==> config.mk <==
export PLATFORM = sky130hd
export DESIGN_NAME = cqhs_ctrl
export DESIGN_NICKNAME = d
export VERILOG_FILES = /design/src/rtl/cqhs_pkg.sv /design/src/rtl/cqhs_ctrl.sv
export SDC_FILE = /design/constraint.sdc
export NUM_CORES = 1
export LEC_CHECK = 0
export BUFFER_PORTS_ARGS = -buffer_cell sky130_fd_sc_hd__buf_2
export CELL_PAD_IN_SITES_DETAIL_PLACEMENT = 1
export CELL_PAD_IN_SITES_GLOBAL_PLACEMENT = 2
export CORE_UTILIZATION = 21
export DETAILED_ROUTE_END_ITERATION = 8
export PLACE_DENSITY = 0.82
export SETUP_SLACK_MARGIN = 0.05
export SLEW_MARGIN = 20
export SYNTH_ARGS = -nofsm -noshare
export SYNTH_HDL_FRONTEND = slang
export SYNTH_SLANG_ARGS = --single-unit
==> constraint.sdc <==
create_clock -name clock -period 1.8 [get_ports clock]
set_clock_uncertainty 0.15 [all_clocks]
set_input_delay 0.18 -clock clock [delete_from_list [all_inputs] [get_ports clock]]
set_output_delay 0.18 -clock clock [all_outputs]
set_load 0.02 [all_outputs]
==> src/rtl/cqhs_pkg.sv <==
package cqhs_pkg;

   // controller states
   typedef enum logic [2:0] {
      ST_CLEAR,
      ST_IDLE,
      ST_LOOK,
      ST_DECIDE,
      ST_WALK,
      ST_FIN,
      ST_EMIT
   } state_type;

   // input commands
   localparam logic CMD_ADD    = 1'b0;
   localparam logic CMD_REPORT = 1'b1;

   // configuration register indexes
   localparam logic CSR_HAS_QUALITY = 1'b0;
   localparam logic CSR_MIN_QUALITY = 1'b1;

   localparam logic              HAS_QUALITY_RESET = 1'b1;
   localparam logic signed [7:0] MIN_QUALITY_RESET = -8'sd15;

   // statistic codes
   localparam logic [3:0] STAT_COUNT  = 4'd0;
   localparam logic [3:0] STAT_MIN    = 4'd1;
   localparam logic [3:0] STAT_MAX    = 4'd2;
   localparam logic [3:0] STAT_SUM    = 4'd3;
   localparam logic [3:0] STAT_Q1     = 4'd4;
   localparam logic [3:0] STAT_MEDIAN = 4'd5;
   localparam logic [3:0] STAT_Q3     = 4'd6;
   localparam logic [3:0] STAT_IQR    = 4'd7;
   localparam logic [3:0] STAT_LWHISK = 4'd8;
   localparam logic [3:0] STAT_RWHISK = 4'd9;
   localparam logic [3:0] STAT_CNT_A  = 4'd10;
   localparam logic [3:0] STAT_CNT_C  = 4'd11;
   localparam logic [3:0] STAT_CNT_G  = 4'd12;
   localparam logic [3:0] STAT_CNT_T  = 4'd13;
   localparam logic [3:0] STAT_CNT_N  = 4'd14;
   localparam logic [3:0] STAT_STATUS = 4'd15;

   // add status values
   localparam logic [1:0] STS_OK       = 2'd0;
   localparam logic [1:0] STS_BAD_BASE = 2'd1;
   localparam logic [1:0] STS_BAD_QUAL = 2'd2;
   localparam logic [1:0] STS_BAD_COL  = 2'd3;

   localparam logic [7:0] ASCII_A = 8'h41;
   localparam logic [7:0] ASCII_C = 8'h43;
   localparam logic [7:0] ASCII_G = 8'h47;
   localparam logic [7:0] ASCII_T = 8'h54;
   localparam logic [7:0] ASCII_N = 8'h4E;

   localparam int NUM_BASES = 5;

   localparam logic [7:0] MIN_INIT = 8'd100;
   localparam logic [7:0] MAX_INIT = 8'h9C;   // -100

   localparam int SUM_BITS   = 49;
   localparam int VALUE_BITS = 49;
   localparam int STAT_BITS  = 13;

   typedef struct packed {
      logic       valid;
      logic [2:0] slot;
   } base_slot_type;

   typedef struct packed {
      logic clr_step;
      logic cap;
      logic apply;
      logic setup;
      logic walk_step;
      logic fin;
      logic emit_load;
   } cmd_type;

   typedef struct packed {
      logic clr_done;
      logic is_report;
      logic col_bad;
      logic walk_done;
      logic emit_last;
      logic out_free;
   } sts_type;

   function automatic base_slot_type base_slot(input logic [7:0] b);
      base_slot_type r;
      r.valid = 1'b1;
      unique case (b)
         ASCII_A: r.slot = 3'd0;
         ASCII_C: r.slot = 3'd1;
         ASCII_G: r.slot = 3'd2;
         ASCII_T: r.slot = 3'd3;
         ASCII_N: r.slot = 3'd4;
         default: begin
            r.valid = 1'b0;
            r.slot  = 3'd0;
         end
      endcase
      return r;
   endfunction

endpackage

==> src/rtl/cqhs_ctrl.sv <==
module cqhs_ctrl (
   input  logic                clock,
   input  logic                reset,
   input  logic                req_valid,
   output logic                req_ready,
   input  cqhs_pkg::sts_type   sts,
   output cqhs_pkg::cmd_type   cmd
);

   cqhs_pkg::state_type state_ff, state_in;

   always_ff @(posedge clock) begin
      if (reset) begin
         state_ff <= cqhs_pkg::ST_CLEAR;
      end else begin
         state_ff <= state_in;
      end
   end

   always_comb begin
      state_in = state_ff;
      unique case (state_ff)
         cqhs_pkg::ST_CLEAR:  if (sts.clr_done) state_in = cqhs_pkg::ST_IDLE;
         cqhs_pkg::ST_IDLE:   if (req_valid) state_in = cqhs_pkg::ST_LOOK;
         cqhs_pkg::ST_LOOK:   state_in = cqhs_pkg::ST_DECIDE;
         cqhs_pkg::ST_DECIDE: begin
            if (sts.is_report && !sts.col_bad) state_in = cqhs_pkg::ST_WALK;
            else if (sts.out_free) state_in = cqhs_pkg::ST_IDLE;
         end
         cqhs_pkg::ST_WALK:   if (sts.walk_done) state_in = cqhs_pkg::ST_FIN;
         cqhs_pkg::ST_FIN:    state_in = cqhs_pkg::ST_EMIT;
         cqhs_pkg::ST_EMIT:   if (sts.out_free && sts.emit_last) state_in = cqhs_pkg::ST_IDLE;
         default:             state_in = cqhs_pkg::ST_CLEAR;
      endcase
   end

   always_comb begin
      cmd       = '0;
      req_ready = 1'b0;
      unique case (state_ff)
         cqhs_pkg::ST_CLEAR:  cmd.clr_step = 1'b1;
         cqhs_pkg::ST_IDLE: begin
            req_ready = 1'b1;
            cmd.cap   = req_valid;
         end
         cqhs_pkg::ST_LOOK:   ;
         cqhs_pkg::ST_DECIDE: begin
            if (sts.is_report && !sts.col_bad) cmd.setup = 1'b1;
            else cmd.apply = sts.out_free;
         end
         cqhs_pkg::ST_WALK:   cmd.walk_step = 1'b1;
         cqhs_pkg::ST_FIN:    cmd.fin = 1'b1;
         cqhs_pkg::ST_EMIT:   cmd.emit_load = sts.out_free;
         default:             ;
      endcase
   end

endmodule

==> results.json, run 1 <==
{
  "min_path_type": "input port to flip-flop",
  "regArea_um2": 60.1,
  "dr.first_iter.drc_count": 6,
  "cts_root_buf": "clkbuf_4",
  "via_count": 343,
  "cp_slowest_cell": "dfxtp_1",
  "dieArea_um2": 1700,
  "reg2reg_setup_slack_ps": 220,
  "powerDensity_nw_per_um2": 1500,
  "path_depth": 4,
  "ir_drop_mv": 0.303,
  "hold_viol_final": 0,
  "core_um2": 1370,
  "final_common_cell": "buf_2",
  "holdBufCountCts": 0,
  "timing.final.crit_share": 0.919,
  "cp_cell_sequence": "and2b_1 > nand2_1 > nor2_1 > buf_2",
  "multi_input_area_um2": 254,
  "wl_per_cell_um": 11.3,
  "ys_ff_latch": 3,
  "ios": 17,
  "worst-endpoint-arrival_ps": 1320,
  "diodes": 0,
  "yosysWarnings": 0,
  "nNetsFinal": 69,
  "layout-drive-gt1-share": 0.424,
  "drcViolationCount": 0,
  "ctsHtreeMaxLevel": 1,
  "syn2layout_area_growth_pct": 38.4,
  "rows": 13,
  "gp_congestion": 0.726,
  "status": "finished clean",
  "maxSlewViolCount": 0,
  "clkLatencyLatePin_ps": 240,
  "start_kind": "flip-flop",
  "totalWireLength_um": 839,
  "cp_top_family": "flip-flops",
  "largest_reg_flops": 3,
  "holdWs_ps": 17.2,
  "endpoint": "cmd[4]",
  "numClockSinks": 3,
  "worst_pin_slew_ps": 271,
  "synth_cell_types": 21,
  "postCtsSetupRepairBufs": 0,
  "overflow": 0,
  "layout_common_cells": "16 x buf_2, 5 x nor2b_1, 4 x nor2_1",
  "cts_resized": 0,
  "fin_crit_ps": 1650,
  "dr.pass1.iters": 2,
  "grt_first_pass_wirelength_um": 1240,
  "grt_setup_unrepaired": "no",
  "die_y_um": 41.2,
  "cts_tree": "built",
  "regMostFlops": "state_ff",
  "ant_nets": 0,
  "numCtsBuffers": 3,
  "grt_max_degree": 11,
  "setup_tns_ps": 0,
  "synth_area_um2": 323,
  "crit_path_end_kind": "output port",
  "clock.fmax_mhz": 605,
  "grt_pass1_vias": 294,
  "reg2reg_from": "state_ff[1]$_SDFFE_PP0P_",
  "syn_inst": 40,
  "vias_per_cell": 4.64,
  "p_leak_nw": 0.249,
  "portBuffers": 16,
  "slew_headroom": 0.814,
  "reg2regPathDepth": 4,
  "grt_usage": 0.119,
  "criticalPathCategory": "flip-flop to output port",
  "dp_hpwl_um": 657,
  "die_w_um": 41.2,
  "grt_antenna_before_repair": 0,
  "cp_max_fo": 9,
  "cp.buffers_inverters": 1,
  "maxCapViolCount": 0,
  "seq_area_frac_synth": 0.186,
  "r2r_end": "state_ff[2]$_SDFFE_PP0P_",
  "top_regs": "state_ff (3)",
  "syn_area_per_cell_um2": 8.07,
  "ctsLongestPathBuffers": 2,
  "start_util": 0.236,
  "synth_fp_nets": 49,
  "slowest_delay_ps": 490,
  "startpoint": "state_ff[1]$_SDFFE_PP0P_",
  "clk_pin_slew_ps": 40,
  "fill_cells": 180,
  "setup_viol_count_final": 0,
  "required_ps": 1470
}
metal layers:
metal | global-route usage | share of wire
met5 | 0 | 0
met4 | 0.0484 | 0.021
met3 | 0.0652 | 0.080
met2 | 0.172 | 0.43
met1 | 0.144 | 0.47
area by class of cell:
class / count / share of cell area
clock buffer: 4 / 0.0588
timing repair buffer: 17 / 0.196
tap: 15 / 0.0420
sequential: 3 / 0.134
multi-input combinational: 35 / 0.569
worst reg2reg max path, stage by stage (launching register included):
cell     delay, ps
dfxtp_1        490
mux2i_1        330
a22oi_4         90
o21ai_2        100
mux2_4         310
how the worst min path moves through the flow:
| stage | startpoint | slack (ps) | depth (start not counted) | to |
|---|---|---|---|---|
| 2_1_floorplan | reset | 110 | 1 | state_ff[1]$_SDFFE_PP0P_ |
| 3_3_place_gp | reset | 270 | 2 | state_ff[1]$_SDFFE_PP0P_ |
| 3_5_place_dp | reset | 270 | 2 | state_ff[1]$_SDFFE_PP0P_ |
| 4_1_cts | reset | 20 | 2 | state_ff[1]$_SDFFE_PP0P_ |
| 5_1_grt | reset | 20 | 2 | state_ff[1]$_SDFFE_PP0P_ |
| 6_report | reset | 20 | 2 | state_ff[1]$_SDFFE_PP0P_ |
cells by family after synthesis:
logic type	after synthesis	share of synthesized area
flops	3	0.186
buf+inv	2	0.0271
compound gates	6	0.171
simple gates	25	0.461
mux	4	0.155
cell usage after synthesis:
| cell | instances | share of area |
|---|---|---|
| clkbuf_1 | 1 | 0.012 |
| a22oi_4 | 1 | 0.066 |
| o2111ai_1 | 1 | 0.027 |
| mux2_4 | 2 | 0.093 |
| a21oi_1 | 2 | 0.031 |
| or2b_1 | 1 | 0.023 |
| and2b_1 | 2 | 0.046 |
| nand2b_1 | 3 | 0.058 |
| and2b_4 | 1 | 0.031 |
| nand2_1 | 2 | 0.023 |
| buf_2 | 1 | 0.015 |
| and3_1 | 3 | 0.058 |
| nor2b_1 | 5 | 0.097 |
| nor3_1 | 1 | 0.015 |
| dfxtp_1 | 3 | 0.19 |
| nor2_1 | 4 | 0.046 |
| and2_1 | 2 | 0.039 |
| o21ai_2 | 1 | 0.027 |
| a31oi_1 | 1 | 0.019 |
| mux2i_1 | 2 | 0.062 |
| nor3b_1 | 1 | 0.023 |
metrics by stage:
stage	area, um^2	power (mW)	setup WS [ps]	std cells	util
2_1_floorplan	323	0.447	338	40	-
3_3_place_gp	420	0.546	197	70	0.308
3_5_place_dp	420	0.549	214	70	0.308
4_1_cts	447	0.676	141	74	0.327
5_1_grt	447	0.723	73.5	74	0.327
6_report	447	0.670	146	74	0.327
power breakdown:
part           total (mW)  switching, mW  internal (mW)  leakage [nW]
Clock               0.126         0.0420         0.0835        0.0150
Combinational       0.408          0.214          0.194         0.210
Sequential          0.137         0.0448         0.0919        0.0247
Total               0.670          0.301          0.369         0.249
No activity file was read; power rests on OpenSTA's default activity.
==> inputs of run 2 (changes only) <==
- REMOVE_ABC_BUFFERS: unset -> 1
==> results.json, run 2 (synthesis gave the netlist of run 1 again) <==
{
  "status": "finished clean",
  "setup_tns_ps": 0,
  "slew_headroom": 0.828,
  "grt_first_pass_wirelength_um": 1210,
  "worst-endpoint-arrival_ps": 1270,
  "dieArea_um2": 1700,
  "criticalPathCategory": "flip-flop to output port",
  "grt_max_degree": 10,
  "overflow": 0,
  "hold_viol_final": 0,
  "final_common_cell": "buf_2",
  "dr.pass1.iters": 3,
  "largest_reg_flops": 3,
  "top_regs": "state_ff (3)",
  "ir_drop_mv": 0.383,
  "power_uw": 670,
  "cts_root_buf": "clkbuf_4",
  "layout_common_cells": "16 x buf_2, 5 x nor2b_1, 4 x nor2_1",
  "numClockSinks": 3,
  "die_w_um": 41.2,
  "crit_path_end_kind": "output port",
  "nNetsFinal": 69,
  "gp_congestion": 0.783,
  "ios": 17,
  "cp_max_fo": 8,
  "ctsLongestPathBuffers": 2,
  "grt_usage": 0.118,
  "p_leak_nw": 0.250,
  "ant_nets": 0,
  "die_y_um": 41.2,
  "postCtsSetupRepairBufs": 0,
  "via_count": 350,
  "dp_hpwl_um": 659,
  "timing.final.crit_share": 0.889,
  "cts_resized": 0,
  "powerDensity_nw_per_um2": 1500,
  "setup_viol_count_final": 0,
  "syn2layout_area_growth_pct": 38.8,
  "start_util": 0.236,
  "fin_crit_ps": 1600,
  "worst_pin_slew_ps": 250,
  "totalWireLength_um": 870,
  "grt_antenna_before_repair": 0,
  "clock.fmax_mhz": 625,
  "clk_pin_slew_ps": 40,
  "portBuffers": 16,
  "maxSlewViolCount": 0,
  "ctsHtreeMaxLevel": 1,
  "holdBufCountCts": 0,
  "final_util": 0.328,
  "start_kind": "flip-flop",
  "layout-drive-gt1-share": 0.441,
  "diodes": 0,
  "maxCapViolCount": 0,
  "clkLatencyLatePin_ps": 240,
  "required_ps": 1470,
  "drcViolationCount": 0,
  "vias_per_cell": 4.73,
  "grt_setup_unrepaired": "no",
  "regMostFlops": "state_ff",
  "grt_pass1_vias": 271,
  "cts_tree": "built",
  "rows": 13,
  "min_path_type": "input port to flip-flop",
  "dr.first_iter.drc_count": 2,
  "wl_per_cell_um": 11.8,
  "core_um2": 1370,
  "numCtsBuffers": 3
}
-- run 2: path summary, 6_finish.rpt --
path / slack (ps) / from / depth (start not counted) / to
max: 200 / state_ff[0]$_SDFFE_PP0P_ / 3 / cmd[0]
min: 10 / reset / 2 / state_ff[1]$_SDFFE_PP0P_
max reg2reg: 210 / state_ff[0]$_SDFFE_PP0P_ / 4 / state_ff[0]$_SDFFE_PP0P_
min reg2reg: 420 / state_ff[1]$_SDFFE_PP0P_ / 2 / state_ff[1]$_SDFFE_PP0P_
-- run 2: final cells by class --
class | instances | area [um^2]
repair buffers | 17 | 87.6
flip-flops and latches | 3 | 61.3
clock buffers | 4 | 26.3
multi-input cells | 35 | 254
fillers | 181 | 918
well taps | 15 | 18.8
-- run 2: power breakdown --
group	switching, mW	leakage, nW	internal [mW]
clock network	0.0395	0.0150	0.0834
logic	0.204	0.210	0.194
registers	0.0544	0.0250	0.0947
-- run 2: per-layer routing --
layer	vias to the layer above	wire length (um)	GRT usage
li1	177	-	-
met1	155	368	0.134
met2	14	398	0.180
met3	4	64	0.0326
met4	0	38	0.0968
met5	-	0	0
-- run 2: critical path, cell delays in order (launching register included) --
cell     delay [ps]
dfxtp_1         460
and2b_4         250
and3_1          170
buf_2           150
-- run 2: per-stage QoR --
stage	hold WS [ps]	instance area [um^2]	cells	worst slack [ps]
3_5_place_dp	272	420	70	203
4_1_cts	18.1	447	74	129
5_1_grt	16.7	448	74	121
6_report	13.4	448	74	200
2_1_floorplan	106	314	38	234
3_3_place_gp	274	420	70	213
==> inputs of run 3 (changes only) <==
- clock period: 1.8 -> 1.7 ns (I/O delays scaled with it)
==> results.json, run 3 (synthesis gave the netlist of run 1 again) <==
{
  "maxSlewViolCount": 0,
  "grt_setup_unrepaired": "no",
  "dp_hpwl_um": 636,
  "r2r_end": "state_ff[0]$_SDFFE_PP0P_",
  "timing.final.crit_share": 0.920,
  "fin_crit_ps": 1560,
  "place_ws_ps": 80.9,
  "setup_viol_count_final": 0,
  "diodes": 0,
  "start_kind": "flip-flop",
  "ir_drop_mv": 0.316,
  "wl_per_cell_um": 11.0,
  "via_count": 350,
  "ios": 17,
  "dr.first_iter.drc_count": 0,
  "layout-drive-gt1-share": 0.500,
  "setup_tns_ps": 0,
  "cp_top_family": "simple AND/OR/NAND/NOR gates",
  "nNetsFinal": 70,
  "rows": 13,
  "powerDensity_nw_per_um2": 1590,
  "grt_usage": 0.110,
  "slew_headroom": 0.814,
  "met1_length_um": 392,
  "core_um2": 1370,
  "crit_path_end_kind": "output port",
  "start_util": 0.236,
  "wl_met2_um": 384,
  "ctsHtreeMaxLevel": 1,
  "die_w_um": 41.2,
  "min_path_type": "input port to flip-flop",
  "final_common_cell": "buf_2",
  "numClockSinks": 3,
  "ant_nets": 0,
  "hold_viol_final": 0,
  "reg2reg_setup_slack_ps": 180,
  "vias_per_cell": 4.67,
  "clkLatencyLatePin_ps": 230,
  "portBuffers": 16,
  "startpoint": "state_ff[2]$_SDFFE_PP0P_",
  "path_depth": 3,
  "gp_congestion": 0.726,
  "largest_reg_flops": 3,
  "dpl.cell_count": 71,
  "maxCapViolCount": 0,
  "numCtsBuffers": 3,
  "dieArea_um2": 1700,
  "layout_common_cells": "16 x buf_2, 5 x nor2b_1, 4 x nor2_1",
  "clock.fmax_mhz": 639,
  "cp_cell_sequence": "and2b_2 > and3_1 > buf_2",
  "ctsLongestPathBuffers": 2,
  "reg2regPathDepth": 4,
  "endpoint": "cmd[3]",
  "min_from": "reset",
  "drcViolationCount": 0,
  "fin_cells": 75,
  "p_leak_nw": 0.255,
  "die_y_um": 41.2,
  "required_ps": 1380,
  "grt_max_degree": 10,
  "top_regs": "state_ff (3)",
  "slowest_delay_ps": 430,
  "cp_max_fo": 7,
  "top_layer_used": "met3",
  "setup_ws_ps": 136,
  "grt_antenna_before_repair": 0,
  "syn2layout_area_growth_pct": 43.0,
  "dr.pass1.iters": 1,
  "criticalPathCategory": "flip-flop to output port",
  "reg2reg_from": "state_ff[2]$_SDFFE_PP0P_",
  "totalWireLength_um": 823,
  "worst-endpoint-arrival_ps": 1240,
  "clk_pin_slew_ps": 40,
  "status": "finished clean",
  "grt_first_pass_wirelength_um": 1220,
  "overflow": 0,
  "worst_pin_slew_ps": 271,
  "regMostFlops": "state_ff",
  "grt_pass1_vias": 315,
  "met3_length_um": 46,
  "cp.buffers_inverters": 1,
  "power_uw": 735,
  "holdWs_ps": 23.8,
  "cp_slowest_cell": "dfxtp_1",
  "cts_tree": "built",
  "cts_root_buf": "clkbuf_4",
  "postCtsSetupRepairBufs": 0
}
[run 3: cell type report]
type | count | area, um^2
flip-flops and latches | 3 | 62.6
fillers | 179 | 905
well taps | 15 | 18.8
repair buffers | 18 | 95.1
clock buffers | 4 | 26.3
multi-input cells | 35 | 259
[run 3: timing repair]
| item | 4_1_cts | 5_1_grt |
|---|---|---|
| endpoints found under the setup margin | 1 | 3 |
| hold buffers | 0 | 0 |
| gates resized for setup | 1 | 3 |
[run 3: how the worst min path moves through the flow]
stage | to | cells past startpoint | slack, ps
2_1_floorplan | state_ff[1]$_SDFFE_PP0P_ | 1 | 100
3_3_place_gp | state_ff[1]$_SDFFE_PP0P_ | 2 | 260
3_5_place_dp | state_ff[1]$_SDFFE_PP0P_ | 2 | 270
4_1_cts | state_ff[1]$_SDFFE_PP0P_ | 2 | 20
5_1_grt | state_ff[1]$_SDFFE_PP0P_ | 2 | 30
6_report | state_ff[1]$_SDFFE_PP0P_ | 2 | 20
[run 3: where the power goes]
part	switching, mW	internal, mW	total (mW)
clock	0.0353	0.0879	0.123
sequential	0.0613	0.103	0.165
combinational	0.219	0.227	0.447
[run 3: layer usage]
metal / track usage / vias up
li1: - / 180
met1: 0.131 / 158
met2: 0.191 / 12
met3: 0.0163 / 0
met4: 0.0484 / 0
met5: 0 / -
[run 3: per-stage QoR]
| step | util | area [um^2] |
|---|---|---|
| after global placement | 0.313 | 428 |
| final | 0.338 | 462 |
| after CTS | 0.333 | 455 |
| after floorplan | - | 314 |
| after detailed placement | 0.313 | 428 |
| after global routing | 0.338 | 462 |
